$ cat config.mk
export PLATFORM = sky130hd
export DESIGN_NAME = c3f_lane
export DESIGN_NICKNAME = d
export VERILOG_FILES = /design/src/rtl/c3f_pkg.sv /design/src/rtl/c3f_lane.sv
export SDC_FILE = /design/constraint.sdc
export NUM_CORES = 1
export LEC_CHECK = 0
export BUFFER_PORTS_ARGS = -buffer_cell sky130_fd_sc_hd__clkbuf_2
export CAP_MARGIN = 20
export CORE_MARGIN = 2
export CORE_UTILIZATION = 50
export DETAILED_ROUTE_END_ITERATION = 12
export PLACE_DENSITY = 0.89
export SLEW_MARGIN = 0
export SYNTH_ARGS = -nofsm -noshare
export SYNTH_HDL_FRONTEND = slang
export SYNTH_SLANG_ARGS = --single-unit
$ cat constraint.sdc
create_clock -name clk -period 6.45 [get_ports clk]
set_clock_uncertainty 0.1 [all_clocks]
set_input_delay 0.9675 -clock clk [delete_from_list [all_inputs] [get_ports clk]]
set_output_delay 0.9675 -clock clk [all_outputs]
set_load 0.05 [all_outputs]
$ cat src/rtl/c3f_pkg.sv
// ----------------------------------------------------------------------------
// c3f_pkg
// Shared types, constants and the luma function of the 3x3 cross filter.
// ----------------------------------------------------------------------------
package c3f_pkg;

  // pixel and channel geometry
  localparam int CH_BITS   = 8;
  localparam int NUM_CH    = 3;
  localparam int PIX_BITS  = NUM_CH * CH_BITS;
  localparam int MAX_WIDTH = 2048;
  localparam int COL_BITS  = $clog2(MAX_WIDTH);
  localparam int WID_BITS  = COL_BITS + 1;
  localparam int ROW_BITS  = 13;
  // row counter runs to height+1 while the last row drains
  localparam int ROWC_BITS = ROW_BITS + 1;
  localparam int CNT_BITS  = 25;
  localparam int OIDX_BITS = 24;
  localparam int LAP_BITS  = CH_BITS + 3;

  // configuration port
  localparam int CFG_IDX_BITS  = 2;
  localparam int CFG_DATA_BITS = 13;
  localparam logic [CH_BITS-1:0] THRESH_RESET = 8'd128;

  // rounded Q16 luma weights
  localparam int LUMA_SUM_BITS = CH_BITS + 16;
  localparam logic [15:0] LUMA_R   = 16'd19595;
  localparam logic [15:0] LUMA_G   = 16'd38470;
  localparam logic [15:0] LUMA_B   = 16'd7471;
  localparam logic [15:0] LUMA_RND = 16'd32768;

  typedef logic [PIX_BITS-1:0]        pix_t;
  typedef logic [CH_BITS-1:0]         luma_t;
  typedef logic signed [LAP_BITS-1:0] lap_t;

  typedef enum logic {
    OP_PIXEL = 1'b0,
    OP_FLUSH = 1'b1
  } op_t;

  typedef enum logic {
    MODE_SHARPEN = 1'b0,
    MODE_EDGE    = 1'b1
  } mode_t;

  typedef enum logic [CFG_IDX_BITS-1:0] {
    REG_MODE   = 2'd0,
    REG_WIDTH  = 2'd1,
    REG_HEIGHT = 2'd2,
    REG_THRESH = 2'd3
  } cfg_reg_t;

  typedef struct packed {
    op_t  op;
    pix_t pixel_rgb;
  } in_item_t;

  typedef struct packed {
    pix_t out_rgb;
    logic frame_end;
  } out_item_t;

  // frame geometry derived from the width and height registers
  typedef struct packed {
    logic [COL_BITS-1:0]  wm1;
    logic [WID_BITS-1:0]  wp1;
    logic [ROW_BITS-1:0]  h;
    logic [OIDX_BITS-1:0] tm1;
  } geom_t;

  // per-stage control
  typedef struct packed {
    logic valid;
    logic frame_end;
  } stage_ctl_t;

  // center and cross neighbors after border replication
  typedef struct packed {
    pix_t cen;
    pix_t up;
    pix_t dn;
    pix_t lf;
    pix_t rt;
  } nbr_t;

  typedef struct packed {
    luma_t cen;
    luma_t up;
    luma_t dn;
    luma_t lf;
    luma_t rt;
  } gnbr_t;

  // gray = (19595 R + 38470 G + 7471 B + 32768) >> 16
  function automatic luma_t luma(input pix_t p);
    logic [LUMA_SUM_BITS-1:0] s;
    s = LUMA_SUM_BITS'(p[2*CH_BITS +: CH_BITS]) * LUMA_SUM_BITS'(LUMA_R)
      + LUMA_SUM_BITS'(p[CH_BITS +: CH_BITS]) * LUMA_SUM_BITS'(LUMA_G)
      + LUMA_SUM_BITS'(p[0 +: CH_BITS]) * LUMA_SUM_BITS'(LUMA_B)
      + LUMA_SUM_BITS'(LUMA_RND);
    return s[LUMA_SUM_BITS-1 -: CH_BITS];
  endfunction

endpackage

$ cat src/rtl/c3f_lane.sv
// ----------------------------------------------------------------------------
// c3f_lane
// One channel of the cross kernel: 4*center minus the four neighbors.
// ----------------------------------------------------------------------------
module c3f_lane import c3f_pkg::*; (
  input  logic               clk,
  input  logic               load,
  input  logic [CH_BITS-1:0] cen,
  input  logic [CH_BITS-1:0] up,
  input  logic [CH_BITS-1:0] dn,
  input  logic [CH_BITS-1:0] lf,
  input  logic [CH_BITS-1:0] rt,
  output lap_t               lap
);

  localparam int PAD = LAP_BITS - CH_BITS;

  logic [LAP_BITS-1:0] lap_raw;

  // two's complement sum, range fits the lane width
  always_comb begin
    lap_raw = ({{PAD{1'b0}}, cen} << 2)
            - {{PAD{1'b0}}, up} - {{PAD{1'b0}}, dn}
            - {{PAD{1'b0}}, lf} - {{PAD{1'b0}}, rt};
  end

  always_ff @(posedge clk) begin
    if (load) begin
      lap <= lap_t'(lap_raw);
    end
  end

endmodule

* Word level (Yosys, flattened, before mapping)
Index checks and enable logic that the tools add are counted.
** Storage, ports and cells
- Bits in registers :: 11
- Input bits :: 42
- Output and inout port bits :: 11
** Cells by class
- Add/sub/neg operators :: 4
** Operators by type and width (count)
- 11-bit by 8-bit subtractor with 11-bit output :: 3
- 10-bit by 8-bit subtractor with 11-bit output :: 1

* Depth between registers and ports, before layout
- Depth after elaboration :: 4
- Depth in mapped cells :: 11
- Depth with buffers taken out :: 11

* Worst setup path after synthesis
No wires, ideal clock.
- Path kind :: input -> register
- From :: in up[4]
- To :: reg lap[10] (data pin)
- Data arrival time :: 3.600 ns
- Data required time :: 6.091 ns
- Setup slack :: 2.491 ns
- Stages :: 11
- Path buffers :: 0
- Path through :: inv_1 fa_1 inv_1 fa_1 fa_1 inv_1 ha_1 nand3_1 o211a_1 nor2b_4 o31a_1
** Between the ends
- Word-level cells in the longest chain between the ends :: 4
** Ends and longest elaborated chain
- from (decl) :: RTL line c3f_lane.sv:9 : input logic [CH_BITS-1:0] up,
- 10-bit by 8-bit subtractor with 11-bit output :: RTL line c3f_lane.sv:23 : - {{PAD{1'b0}}, up} - {{PAD{1'b0}}, dn}
- 11-bit by 8-bit subtractor with 11-bit output :: RTL line c3f_lane.sv:23
- 11-bit by 8-bit subtractor with 11-bit output (2 in a row) :: RTL line c3f_lane.sv:24 : - {{PAD{1'b0}}, lf} - {{PAD{1'b0}}, rt};
- net lap_raw[10] :: RTL line c3f_lane.sv:18 : logic [LAP_BITS-1:0] lap_raw;
- to (signal assigned) :: RTL line c3f_lane.sv:29 : lap <= lap_t'(lap_raw);
- to (decl) :: RTL line c3f_lane.sv:13 : output lap_t lap
The timed path passes the listed nets, and every way through them passes these cells.
A chain may end at the register's enable or synchronous reset.

* Final worst setup path
Same ends and word-level chain as after synthesis.

==> run metrics <==
Die H=59.35 um; syn_nets=approximately 230; Worst-path clk slew=about 0.060 ns; sequential share of the synthesized area=21.57%; Synth Area per Inst=9.945 sq um; max-slew violations=0; root buffer cell=clkbuf_4; Routed WL=around 2400 um; status=complete, no violations; grt total ovfl=0; Critical Path Fanout Max=5; minimum clock period=about 3.9 ns; DRC=0; Async S/R FF share, synth=0%; # clock sinks=11; unrepaired setup endpoints after global routing=false; design area=around 1900 sq um; Layout area overhead=21.41%; antenna fix cells=0; Die X-Extent=~60 um; critical path's slowest cell=fa_1; kind of end point of the critical path=flip-flop; H-tree Lvls=1; RePlAce Congestion=around 0.8; Main synth FF type=edfxtp_1; Post-synth EDFFs=11; Slew HR=roughly four fifths; worst path cell trace=clkbuf_2 > inv_1 > fa_1 > inv_1 > fa_1 > fa_1 > inv_1 > ha_1 > nand3_1 > o211a_1 > nor2b_4 > o31a_1; Total GRT Usage=around 16%; WP data arrival=3.78 ns; Top reg by flops=lap; Pre-antenna DRT Iters=4; Setup Viol. Count Final=0; Leak=~1.1 nW; vias in the first global route=approximately 1,200; starting density of the core=between 50% and 60%; placed cells=239; Die ar.=between 3000 and 4000 sq um; final period utilization=around three fifths; CP Data Required Time=approximately 6.4 ns; dominant cells by area after synthesis=fa_1 (30%), edfxtp_1 (22%), inv_1 (14%); Gate Count Post-Synth=154; Post-CTS Setup Inserts=0; Initial DRC Count=13; synthesized area=about 1500 sq um; class of the most critical setup path=input pin to flip-flop; remaining antenna violation count=0; Setup Total Neg Slack=0 ns; Pwr Density=382.0 nW/um^2; top-count cell post-synth=inv_1; number of synthesis warnings=0; maximum vdd ir drop=roughly 0.00017 V; Max clock buf depth=2; core area=roughly 3000 sq um; share of cells above drive strength 1=roughly 30%; max capacitance violation total=0; initial antenna violation count=0; Largest regs=lap (11); largest net degree at the start of global routing=12; Yosys top cell area share=between 30% and 40%; Core Util, Final=roughly 62%; DP Area=1833 sq um; distinct cell type count after synthesis=30; dpl hpwl=approximately 2300 um; mean routed wirelength per cell=about 10 um; Hold Path Cell Cnt=2; max reg flops=11; HP Class=input pin to flip-flop; post-synth top area cell=fa_1; hold_buf cts=0; first-pass GRT wire length=4312 um; hold path start=cen[0]; Layout Nets=between 200 and 300; Top Family by Delay on Critical Path=adder cells; final hold viol count=0; Worst Hold End=lap[0]; # rows=20; via count=between 1,000 and 1,500; IO Count=between 50 and 60; fin cells=about 240; CTS tree=built; #FFs+latches synth=11; Worst Path Buf+Inv=4; Vias/cell=roughly 4.8; Slew @ Worst Pin=~0.31 ns; Highest Clock Rate=around 260 MHz; CP Launch Type=input pin; CTS Buf Count=3; I/O Buffers=52; CTS-repair resized insts=0; synth cell count leaders=inv_1 (58), fa_1 (23), ha_1 (13); Slowest Stage Delay on Critical Path=0.52 ns; Fin Hold WS=around 0.99 ns
==> cells by family after synthesis <==
| family | share of synthesized area, % |
|---|---|
| xor gates and xnor gates | 3.432 |
| and+or+nand+nor | 9.559 |
| adders and majority gates | 40.69 |
| buffers and inverters | 14.22 |
| DFF | 21.57 |
| AOI/OAI and AO/OA | 10.54 |
==> per-stage QoR <==
step	total power [mW]	worst slack [ns]
6_report	0.7102	2.582
5_1_grt	0.7791	2.434
4_1_cts	0.7195	2.569
3_5_place_dp	0.6744	2.293
3_3_place_gp	0.6564	2.331
2_1_floorplan	0.5681	2.491
==> power by group <==
| group | switching, mW | internal, mW |
|---|---|---|
| Combinational | 0.332 | 0.193 |
| Sequential | 0.00813 | 0.133 |
| Clock | 0.0202 | 0.0239 |
| Total | 0.360 | 0.350 |
==> worst max path at each step <==
stage | startpoint | to | slack (ns) | depth (start not counted)
floorplan | up[4] | lap[10] | 2.49 | 11
global placement | up[3] | lap[7] | 2.33 | 12
detailed placement | up[5] | lap[10] | 2.29 | 12
CTS | up[5] | lap[10] | 2.57 | 12
global route | up[3] | lap[5] | 2.43 | 12
finish | up[4] | lap[10] | 2.58 | 12
==> layout by cell type, fill, tap and decap left out, types with 2 or more instances in the layout <==
cell type  instances
fa_1              23
o21ai_0            2
clkbuf_2          52
nor2_1             5
nor3_1             3
clkbuf_4           3
nand2_1            3
a21oi_1            5
a211oi_2           2
xor2_1             3
nand2b_1           2
a21o_1             3
xnor2_1            3
edfxtp_1          11
nand3_1            3
ha_1              13
inv_1             58
==> per-layer routing <==
layer  vias to the layer above  GRT usage (%)  routed length [um]
li1                        585              -                   -
met1                       544          15.21                 839
met2                        38          34.22                1449
met3                         0          4.148                 145
met4                         0         0.9740                   0
met5                         -              0                   0
==> final cells by class <==
class,count,area [sq um]
fill,262,1119
sequential,11,330.3
tap,33,41.29
multi-input combinational,85,983.4
inverter,58,217.7
timing repair buffer,52,260.3
clock buffer,4,26.28
No activity file was read; power rests on OpenSTA's default activity.
