File: src/rtl/c3f_pkg.sv
// ----------------------------------------------------------------------------
// c3f_pkg
// Shared types, constants and the luma function of the 3x3 cross filter.
// ----------------------------------------------------------------------------
package c3f_pkg;

  // pixel and channel geometry
  localparam int CH_BITS   = 8;
  localparam int NUM_CH    = 3;
  localparam int PIX_BITS  = NUM_CH * CH_BITS;
  localparam int MAX_WIDTH = 2048;
  localparam int COL_BITS  = $clog2(MAX_WIDTH);
  localparam int WID_BITS  = COL_BITS + 1;
  localparam int ROW_BITS  = 13;
  // row counter runs to height+1 while the last row drains
  localparam int ROWC_BITS = ROW_BITS + 1;
  localparam int CNT_BITS  = 25;
  localparam int OIDX_BITS = 24;
  localparam int LAP_BITS  = CH_BITS + 3;

  // configuration port
  localparam int CFG_IDX_BITS  = 2;
  localparam int CFG_DATA_BITS = 13;
  localparam logic [CH_BITS-1:0] THRESH_RESET = 8'd128;

  // rounded Q16 luma weights
  localparam int LUMA_SUM_BITS = CH_BITS + 16;
  localparam logic [15:0] LUMA_R   = 16'd19595;
  localparam logic [15:0] LUMA_G   = 16'd38470;
  localparam logic [15:0] LUMA_B   = 16'd7471;
  localparam logic [15:0] LUMA_RND = 16'd32768;

  typedef logic [PIX_BITS-1:0]        pix_t;
  typedef logic [CH_BITS-1:0]         luma_t;
  typedef logic signed [LAP_BITS-1:0] lap_t;

  typedef enum logic {
    OP_PIXEL = 1'b0,
    OP_FLUSH = 1'b1
  } op_t;

  typedef enum logic {
    MODE_SHARPEN = 1'b0,
    MODE_EDGE    = 1'b1
  } mode_t;

  typedef enum logic [CFG_IDX_BITS-1:0] {
    REG_MODE   = 2'd0,
    REG_WIDTH  = 2'd1,
    REG_HEIGHT = 2'd2,
    REG_THRESH = 2'd3
  } cfg_reg_t;

  typedef struct packed {
    op_t  op;
    pix_t pixel_rgb;
  } in_item_t;

  typedef struct packed {
    pix_t out_rgb;
    logic frame_end;
  } out_item_t;

  // frame geometry derived from the width and height registers
  typedef struct packed {
    logic [COL_BITS-1:0]  wm1;
    logic [WID_BITS-1:0]  wp1;
    logic [ROW_BITS-1:0]  h;
    logic [OIDX_BITS-1:0] tm1;
  } geom_t;

  // per-stage control
  typedef struct packed {
    logic valid;
    logic frame_end;
  } stage_ctl_t;

  // center and cross neighbors after border replication
  typedef struct packed {
    pix_t cen;
    pix_t up;
    pix_t dn;
    pix_t lf;
    pix_t rt;
  } nbr_t;

  typedef struct packed {
    luma_t cen;
    luma_t up;
    luma_t dn;
    luma_t lf;
    luma_t rt;
  } gnbr_t;

  // gray = (19595 R + 38470 G + 7471 B + 32768) >> 16
  function automatic luma_t luma(input pix_t p);
    logic [LUMA_SUM_BITS-1:0] s;
    s = LUMA_SUM_BITS'(p[2*CH_BITS +: CH_BITS]) * LUMA_SUM_BITS'(LUMA_R)
      + LUMA_SUM_BITS'(p[CH_BITS +: CH_BITS]) * LUMA_SUM_BITS'(LUMA_G)
      + LUMA_SUM_BITS'(p[0 +: CH_BITS]) * LUMA_SUM_BITS'(LUMA_B)
      + LUMA_SUM_BITS'(LUMA_RND);
    return s[LUMA_SUM_BITS-1 -: CH_BITS];
  endfunction

endpackage

File: src/rtl/c3f_merge.sv
// ----------------------------------------------------------------------------
// c3f_merge
// Combines the lane results: saturated sharpen per channel or the edge
// threshold on the gray lane; holds the output register.
// ----------------------------------------------------------------------------
module c3f_merge import c3f_pkg::*; (
  input  logic               clk,
  input  logic               rst,
  input  stage_ctl_t         c_ctl,
  input  pix_t               c_cen,
  input  lap_t               lap_ch [NUM_CH],
  input  lap_t               lap_gray,
  input  mode_t              mode,
  input  logic [CH_BITS-1:0] thresh,
  input  logic               out_stall,
  output logic               out_valid,
  output out_item_t          out_data,
  output logic               free
);

  localparam int PAD = LAP_BITS + 1 - CH_BITS;

  logic [LAP_BITS:0] sum;
  pix_t              sharp;
  logic              white;
  pix_t              rgb;

  assign free = !out_valid || !out_stall;

  // sharpen: lap + center, clamped to the channel range
  always_comb begin
    sum   = '0;
    sharp = '0;
    for (int k = 0; k < NUM_CH; k++) begin
      sum = {lap_ch[k][LAP_BITS-1], lap_ch[k]} + {{PAD{1'b0}}, c_cen[k*CH_BITS +: CH_BITS]};
      if (sum[LAP_BITS]) begin
        sharp[k*CH_BITS +: CH_BITS] = '0;
      end else if (|sum[LAP_BITS-1:CH_BITS]) begin
        sharp[k*CH_BITS +: CH_BITS] = '1;
      end else begin
        sharp[k*CH_BITS +: CH_BITS] = sum[CH_BITS-1:0];
      end
    end
  end

  // edge: nonnegative response at or above the threshold
  assign white = !lap_gray[LAP_BITS-1] &&
                 (lap_gray[LAP_BITS-2:0] >= (LAP_BITS-1)'(thresh));

  always_comb begin
    unique case (mode)
      MODE_EDGE:    rgb = white ? '1 : '0;
      MODE_SHARPEN: rgb = sharp;
      default:      rgb = sharp;
    endcase
  end

  // output register
  always_ff @(posedge clk) begin
    if (rst) begin
      out_valid <= 1'b0;
    end else if (free) begin
      out_valid <= c_ctl.valid;
    end
  end

  always_ff @(posedge clk) begin
    if (free) begin
      out_data.out_rgb   <= rgb;
      out_data.frame_end <= c_ctl.frame_end;
    end
  end

endmodule

File: config.mk
export PLATFORM = sky130hd
export DESIGN_NAME = c3f_merge
export DESIGN_NICKNAME = d
export VERILOG_FILES = /design/src/rtl/c3f_pkg.sv /design/src/rtl/c3f_merge.sv
export SDC_FILE = /design/constraint.sdc
export NUM_CORES = 1
export LEC_CHECK = 0
export ABC_AREA = 0
export BUFFER_PORTS_ARGS = -buffer_cell sky130_fd_sc_hd__buf_2
export CAP_MARGIN = 0
export CORE_MARGIN = 5
export CORE_UTILIZATION = 34
export CTS_CLUSTER_DIAMETER = 40
export DETAILED_ROUTE_END_ITERATION = 16
export GPL_TIMING_DRIVEN = 0
export PLACE_DENSITY_LB_ADDON = 0.08
export SYNTH_ARGS = -nofsm -noshare
export SYNTH_HDL_FRONTEND = slang
export SYNTH_SLANG_ARGS = --single-unit
File: constraint.sdc
create_clock -name clk -period 2.3 [get_ports clk]
set_input_delay 0.115 -clock clk [delete_from_list [all_inputs] [get_ports clk]]
set_output_delay 0.115 -clock clk [all_outputs]
set_load 0.1 [all_outputs]
== Word-level counts from Yosys, hierarchy flattened ==
Cells that the tools add are included.
Word-level totals
  bits in registers: 26
  output and inout port bits: 27
Cells by class
  add/sub/neg operators: 3
  $lt $le $gt $ge: 1
  mux-type cells: 8
  bitwise gates (word level): 1
  reduce and logical (&&, ||, !) cells: 8
Operator list (count)
  $mux 8: 6
  $pmux 24 s2: 1
  $add 11x9->12: 3
  $mux 24: 1
  $ge 10x8->1: 1
  $reduce_or 3->1: 3
  $logic_not 1->1: 3
  $logic_and 1x1->1: 1
  $logic_or 1x1->1: 1
  $not 1->1: 1

== Logic depth before layout (Yosys ltp) ==
Gate-level depths: netlist of run 1.
  word-level depth: 5
  mapped depth: 9
  gate-level depth less buffers: 9

== Least setup slack after synthesis of run 1 ==
Ideal clock, no wire load.
  path kind: register to register
  from: register out_valid
  to: register out_data[0] in the netlist's numbering, enable pin
  arrival: 2203 ps
  required time: 1656 ps
  slack: -547 ps
  stages on the path, launching flop included: 2
  period minus slack after synthesis: 2847 ps
  path through: dfxtp_1 > nand2_1
Between the ends
  word-level cells in the longest chain between the ends: 2
RTL lines
  start, declared: line c3f_merge.sv:16  | output logic out_valid,
  start signal, assigned: line c3f_merge.sv:63  | out_valid <= c_ctl.valid;
  $logic_not 1->1: line c3f_merge.sv:28  | assign free = !out_valid || !out_stall;
  $logic_or 1x1->1: line c3f_merge.sv:28
  via free: line c3f_merge.sv:18  | output logic free
  end, declared: line c3f_merge.sv:17  | output out_item_t out_data,
The timed path passes the listed nets, and every way through them passes these cells.
A chain may end at the register's enable or synchronous reset.

== Worst setup path in the final report of run 1 ==
  from: input c_cen[0]
  to: register out_data[3] in the netlist's numbering, data pin
Between the ends
  word-level cells in the longest chain between the ends: 5
RTL lines
  start, declared: line c3f_merge.sv:10  | input pix_t c_cen,
  $add 11x9->12 (*): line c3f_merge.sv:35  | sum = {lap_ch[k][LAP_BITS-1], lap_ch[k]} + {{PAD{1'b0}}, c_cen[k*CH_BITS +: CH_BITS]};
  $reduce_or 3->1: line c3f_merge.sv:38  | end else if (|sum[LAP_BITS-1:CH_BITS]) begin
  $mux 8: line c3f_merge.sv:38
  $mux 8 (*): line c3f_merge.sv:36  | if (sum[LAP_BITS]) begin
  $pmux 24 s2 (*): line c3f_merge.sv:51  | unique case (mode)
  via rgb[2]: line c3f_merge.sv:26  | pix_t rgb;
The timed path passes the listed nets; every way through them passes the cells marked *.

==> summary.md, run 1 <==
| Metric | Value |
|---|---|
| Status | complete, no violations |
| Antenna violations before repair | 0 |
| # H-tree levels | 1 |
| Max VDD drop | approximately 0.26 mV |
| Multiplexer area fraction after synthesis | 0 |
| Clk slew on worst S/H paths | about 0.09 ns |
| Pre-CTS worst setup slack | -0.0780 ns |
| Hold WC Path Type | input pin to register |
| Ports | approximately 110 |
| Endpoint of the worst register-to-register path | out_data[16]$_DFFE_PP_ |
| Final worst path period need | between 2 and 2.5 ns |
| R2R Path Start | out_valid$_SDFFE_PP0P_ |
| Starting Density | 0.346 |
| Routability cong. | approximately 0.76 |
| Die W | 95.4 µm |
| Placed Cells | ~470 |
| Clock latency on the worst-skew pair | ~0.26 ns |
| Via count | roughly 2.3k |
| Max FO, Critical Path | 8 |
| Critical Path AT | ~2.1 ns |
| Fin Setup TNS | 0 ns |
| Synth Area in Adders | 0.186 |
| Rel. slew slack | 0.592 |
| Cell area power density | 653 nW/µm² |
| Die area | approximately 9000 µm² |
| Area of the multi-input gates | 1620 µm² |
| Post_cts resized | 0 |
| Register area share after synthesis | 0.311 |
| Post-DP HPWL | between 4000 and 5000 µm |
| Synth Area in XOR/XNOR | 0.0424 |
| Gate Count Post-Synth | 261 |
| Synth cell types | 43 |
| Vias per inst | 4.83 |
| DRC violations left | 0 |
| Period utilization | 0.910 |
| Reg2Reg Depth | 1 |
| Vias in the first global route | 2,199 |
| Post-DRT Antenna Nets | 0 |
| First-pass GRT wire length | a little over 9000 µm |
| Total global-route track usage | 0.124 |
| Core area | 7180 µm² |
| Final Setup Violations | 0 |
| Commonest non-fill, non-tap cell in the layout | buf_2 |
| Fmax | about 480 MHz |
| MaxCap Viol Count | 0 |
| Initial DRC Count | a little under 50 |
| Critical Path End Type | register |
| Hold Crit Depth | 1 |
| Commonest non-fill, non-tap cells in the layout | buf_2, ha_1, edfxtp_1 |
| Cts bufs inserted | 3 |
| WHS | around 0.027 ns |
| Final worst-path setup slack | 0.207 ns |
| Layout cell share with drive strength beyond 1 | 0.342 |
| Hold_sp | c_ctl[0] |
| Gr ovfl total | 0 |
| Synthesized area per cell | ~9.5 µm² |
| Worst-Margin Slew | slightly above 0.6 ns |
| Wirelength, routed | slightly below 6000 µm |
| Leakage | between 1.5 and 2 nW |
| Worst endpoint required time | roughly 2.3 ns |
| Worst Setup Path Type | input pin to register |
| # fillers | 734 |
| Total iterations of the first detailed-routing run | 4 |
| Worst Hold Endpoint | out_data[0]$_DFFE_PP_ |
| Site Rows | 31 |
| FF+latch area | 771 µm² |
| R2R Setup Slk | roughly 1.1 ns |
| RSZ-0062 raised after global routing | false |
| Final Slew Violations | 0 |
| CTS tree | built |
| Final hold viol count | 0 |
| Fin util | 0.450 |
| CTS max path bufs | 2 |
| Final Non-Filler Cells | approximately 470 |
| Largest family of logic cells by synthesized area | compound AO/OA/AOI/OAI gates |
| Routed wire per std cell | between 10 and 15 µm |
| Post-CTS Setup Inserts | 0 |
| Clock sinks | 26 |
| Nets | approximately 490 |
| Setup crit start kind | input pin |
| I/O Buffers | ~110 |
| Area Overhead vs Synth | 30.2% |
| Height of the chip | ~95 µm |
| Post-Syn Area | between 2000 and 2500 µm² |
| Clock root buffer | clkbuf_8 |
| Clock skew | slightly below 0.004 ns |
| Largest net degree at the start of global routing | 27 |
| Ant diodes | 0 |
| Simple-gate share of the synthesized area | 0.147 |
| Synth Area in Compound Gates | 0.277 |
| Syn nets | roughly 380 |
| FF+latch count, synth | 26 |
| Warnings, synthesis | 0 |
-- final cells by class --
| cell class | instances | area share |
|---|---|---|
| plain buffers | 1 | 0.00233 |
| repair buffers | 109 | 0.171 |
| well taps | 99 | 0.0384 |
| clock inverters | 1 | 0.00930 |
| inverters | 22 | 0.0256 |
| flip-flops and latches | 26 | 0.239 |
| multi-input cells | 212 | 0.502 |
| clock buffers | 3 | 0.0128 |
-- per-stage QoR --
| stage | cell area, µm² | total power, W |
|---|---|---|
| 2_1_floorplan | 2480 | 0.00154 |
| 3_3_place_gp | 3150 | 0.00175 |
| 3_5_place_dp | 3150 | 0.00175 |
| 4_1_cts | 3230 | 0.00213 |
| 5_1_grt | 3230 | 0.00223 |
| 6_report | 3230 | 0.00211 |
-- routing by layer --
metal  vias up  part of all wire  track usage
met5         -                 0            0
met4         0            0.0046       0.0142
met3         4             0.075       0.0284
met2        64              0.50        0.231
met1      1016              0.42        0.150
li1       1199                 -            -
-- worst max-delay path, stage by stage --
cell and delay, ns:
buf_2 0.08, ha_1 0.16, inv_1 0.05, fa_1 0.37, nand2b_2 0.22, a211oi_2 0.30
o21ai_0 0.14, a211oi_1 0.28, o22ai_2 0.19, a31o_1 0.22
-- report_power, final --
part	internal (W)	switching, W	total (W)
sequential	0.000609	0.0000151	0.000624
combinational	0.000287	0.000823	0.00111
clock	0.000233	0.000140	0.000372
total	0.00113	0.000978	0.00211
-- cells in the mapped netlist --
library cell / instances / area (µm²)
o311ai_1: 3 / 26.3
nand4b_1: 2 / 17.5
o21a_1: 5 / 37.5
or2b_2: 1 / 8.76
o21ai_1: 7 / 35.0
a211oi_2: 3 / 37.5
nand2_1: 13 / 48.8
o21ai_0: 6 / 30.0
a211oi_1: 7 / 52.6
a21o_1: 22 / 165
inv_1: 22 / 82.6
o211ai_1: 7 / 52.6
nand3_1: 6 / 30.0
a221o_1: 2 / 20.0
ha_1: 32 / 400
or4_1: 2 / 15.0
and2_1: 2 / 12.5
edfxtp_1: 25 / 751
and4_1: 1 / 8.76
o22ai_2: 2 / 25.0
or2_1: 1 / 6.26
or2b_1: 1 / 7.51
a21boi_0: 1 / 7.51
a2111oi_4: 1 / 27.5
or3_1: 3 / 18.8
buf_4: 1 / 7.51
a21oi_1: 20 / 100
a21oi_2: 3 / 26.3
nor2b_1: 5 / 31.3
fa_1: 3 / 60.1
o31ai_2: 1 / 12.5
a31o_1: 2 / 17.5
nor3_1: 2 / 10.0
nand2b_1: 4 / 25.0
xor2_1: 5 / 43.8
xnor2_1: 7 / 61.3
and2b_1: 2 / 15.0
nand2b_2: 2 / 17.5
nor2_1: 23 / 86.3
dfxtp_1: 1 / 20.0
o22ai_1: 1 / 6.26
a211o_1: 1 / 8.76
nor2_2: 1 / 6.26
-- sequential cells by signal, indices dropped and copies added, names as in the netlist --
name / cells
out_valid: 1
out_data: 25
-- timing repair --
action | in CTS | in global routing
endpoints found under the hold margin | 1 | 0
hold buffers | 1 | 0
endpoints found under the setup margin | 0 | 0
-- logic make-up after synthesis --
| family | Yosys count |
|---|---|
| flops | 26 |
| buf+inv | 23 |
| simple gates | 71 |
| xor+xnor | 12 |
| compound gates | 94 |
| fa+ha+maj | 35 |
-- how the worst max path moves through the flow --
stage,start,endpoint,slack (ns)
floorplan,out_valid$_SDFFE_PP0P_,out_data[0]$_DFFE_PP_,0.01
global placement,c_cen[0],out_data[3]$_DFFE_PP_,-0.09
detailed placement,c_cen[0],out_data[3]$_DFFE_PP_,-0.08
CTS,c_cen[8],out_data[11]$_DFFE_PP_,0.21
global route,c_cen[8],out_data[11]$_DFFE_PP_,0.09
finish,c_cen[0],out_data[3]$_DFFE_PP_,0.21
(Power assumes the default switching activity.)
==> run 2: changes to the inputs <==
Settings changed: PLACE_DENSITY set to 0.62, PLACE_DENSITY_LB_ADDON 0.08 to not set.
Clock period 2.3 ns to 2.51 ns, I/O delays scaled along.
==> run 2 against run 1 <==
Clock power down 9.7%. Sequential share of layout area stayed put. Clock skew about the same. Cell area unchanged. Count of clock-buffer cells in the layout unchanged. Largest cell class unchanged. Largest power group unchanged.
==> summary.md, run 2 (synthesis gave the netlist of run 1 again) <==
| Metric | Value |
|---|---|
| Status | complete, no violations |
| Buf+Inv Stages, Crit Path | 2 (unchanged) |
| Cell area power density | 597 nW/µm² (-8.6%) |
| Die area | 9100 µm² (unchanged) |
| Wirelength, routed | 5770 µm (-0.65%) |
| Max FO, Critical Path | 8 (unchanged) |
| Fin util | 0.450 (unchanged) |
| Clock Power Share | 0.174 (-0.003) |
| Period utilization | 0.830 |
| Final worst-path setup slack | 0.426 ns (+0.219 ns) |
| Rel. slew slack | 0.605 (+0.0127) |
| Clock latency on the worst-skew pair | 0.26 ns (about the same) |
| Worst Setup Path Type | input pin to register |
| Hold WC Path Type | input pin to register |
| Reg power frac | 0.297 (about the same) |
| Ant diodes | 0 (unchanged) |
| # H-tree levels | 1 (unchanged) |
| Final Setup Violations | 0 (unchanged) |
| P_int | 0.00103 W (-8.4%) |
| Hold_sp | c_ctl[0] |
| Area Overhead vs Synth | 30.2% (unchanged) |
| Max VDD drop | 0.283 mV (+7.5%) |
| Clk slew on worst S/H paths | 0.09 ns (about the same) |
| Post-DRT Antenna Nets | 0 (unchanged) |
| Worst endpoint required time | 2.53 ns (+0.20 ns) |
| Clock root buffer | clkbuf_8 |
| Total global-route track usage | 0.125 (+0.000433) |
| Fmax | 480 MHz |
| Routability cong. | 0.793 (+4.2%) |
| Worst Hold Endpoint | out_data[0]$_DFFE_PP_ |
| CP cell instances | buf_2 > ha_1 > inv_1 > fa_1 > nand2b_2 > a211oi_2 > o21ai_0 > a211oi_1 > o22ai_2 > a31o_1 |
| Reg2Reg Depth | 1 (unchanged) |
| Sw power | 0.000892 W (-8.8%) |
| Power share of the combinational group | 0.528 (about the same) |
| Fin Setup TNS | 0 ns (unchanged) |
| Pre-CTS worst setup slack | 0.121 ns (+0.199 ns) |
| Cts bufs inserted | 3 (unchanged) |
| MaxCap Viol Count | 0 (unchanged) |
| Final Slew Violations | 0 (unchanged) |
| Initial DRC Count | 37 (-24%) |
| Core area | 7180 µm² (unchanged) |
| Ports | 109 (unchanged) |
| Clock sinks | 26 (unchanged) |
| Worst-Margin Slew | 0.591 ns (-0.0190 ns) |
| Hold Crit Depth | 1 (unchanged) |
| Clock skew | 0.00408 ns (+0.000151 ns) |
| Vias in the first global route | 2,189 (-0.45%) |
| Post-DP HPWL | 4970 µm (-0.17%) |
| Total iterations of the first detailed-routing run | 4 (unchanged) |
| Setup crit start kind | input pin |
| Layout cell share with drive strength beyond 1 | 0.342 (unchanged) |
| Critical Path AT | 2.11 ns (about the same) |
| Routed wire per std cell | 12.2 µm (-0.65%) |
| R2R Path Start | out_valid$_SDFFE_PP0P_ |
| I/O Buffers | 108 (unchanged) |
| RSZ-0062 raised after global routing | false |
| Starting Density | 0.346 (unchanged) |
| Critical Path End Type | register |
| Commonest non-fill, non-tap cells in the layout | buf_2, ha_1, edfxtp_1 |
| Vias per inst | 4.87 (+0.88%) |
| Final hold viol count | 0 (unchanged) |
| Endpoint of the worst register-to-register path | out_data[2]$_DFFE_PP_ |
| Cell area after placement | 3150 µm² (unchanged) |
| First-pass GRT wire length | 9340 µm (+0.96%) |
| Commonest non-fill, non-tap cell in the layout | buf_2 |
| Leakage | 1.61 nW (unchanged) |
| Sw frac | 0.463 (-0.00119) |
| Largest net degree at the start of global routing | 27 (unchanged) |
| CTS tree | built |
| Via count | 2,303 (+0.88%) |
| Slowest cell on the critical path | fa_1 |
| Final worst path period need | around 2.1 ns |
| DRC violations left | 0 (unchanged) |
| Design area | 3230 µm² (unchanged) |
| Site Rows | 31 (unchanged) |
| Antenna violations before repair | 0 (unchanged) |
| CP top delay family | compound AO/OA/AOI/OAI gates |
| Slowest stage delay, CP | 0.36 ns (about the same) |
| Height of the chip | 95.4 µm (unchanged) |
| Largest Register | out_data |
| R2R Setup Slk | 1.36 ns (+0.22 ns) |
| CTS max path bufs | 2 (unchanged) |
| Max reg flops | 25 (unchanged) |
| Largest registers | out_data x25, out_valid x1 |
| Die W | 95.4 µm (unchanged) |
| Nets | 492 (unchanged) |
| Gr ovfl total | 0 (unchanged) |
run 2: cell counts in the layout (fill, tap and decap cells not counted):
Identical to the previous run, type by type.
run 2: how the worst max path moves through the flow:
stage / startpoint / endpoint / slack, ns / cells after the start
floorplan: out_valid$_SDFFE_PP0P_ / out_data[0]$_DFFE_PP_ / 0.22 / 1
global placement: c_cen[0] / out_data[3]$_DFFE_PP_ / 0.15 / 10
detailed placement: c_cen[8] / out_data[11]$_DFFE_PP_ / 0.12 / 10
CTS: c_cen[0] / out_data[3]$_DFFE_PP_ / 0.42 / 10
global route: lap_ch[22] / out_data[3]$_DFFE_PP_ / 0.30 / 10
finish: c_cen[0] / out_data[3]$_DFFE_PP_ / 0.43 / 10
run 2: area by class of cell:
| type | instances | area [µm²] |
|---|---|---|
| fillers | 738 | 3950 |
| multi-input cells | 212 | 1620 |
| flip-flops and latches | 26 | 771 |
| repair buffers | 109 | 551 |
| well taps | 99 | 124 |
| inverters | 22 | 82.6 |
| clock buffers | 3 | 41.3 |
| clock inverters | 1 | 30.0 |
| plain buffers | 1 | 7.51 |
run 2: power groups by stage:
stage               Clock [W]  Combinational, W  Sequential (W)
floorplan                   0          0.000331         0.00108
global placement            0           0.00101        0.000584
detailed placement          0           0.00102        0.000585
CTS                  0.000348           0.00103        0.000575
global route         0.000369           0.00109        0.000580
finish               0.000336           0.00102        0.000573
run 2: metrics by stage:
stage | std cells | hold WS [ns] | total power [W]
3_5_place_dp | 468 | 0.291 | 0.00161
2_1_floorplan | 261 | 0.198 | 0.00141
3_3_place_gp | 468 | 0.284 | 0.00160
5_1_grt | 473 | 0.0211 | 0.00204
6_report | 473 | 0.0328 | 0.00193
4_1_cts | 473 | 0.0243 | 0.00195
run 2: layer usage:
metal	track usage	vias to the layer above	part of all wire
met5	0	-	0
met4	0.00711	0	0.0010
met3	0.0245	2	0.070
met2	0.238	60	0.51
met1	0.150	1039	0.42
li1	-	1202	-
run 2: timing repair:
item,in CTS,in global routing
setup endpoints to repair,0,0
endpoints found under the hold margin,1,0
buffers inserted,0,0
hold buffers,1,0
gates resized for setup,0,0
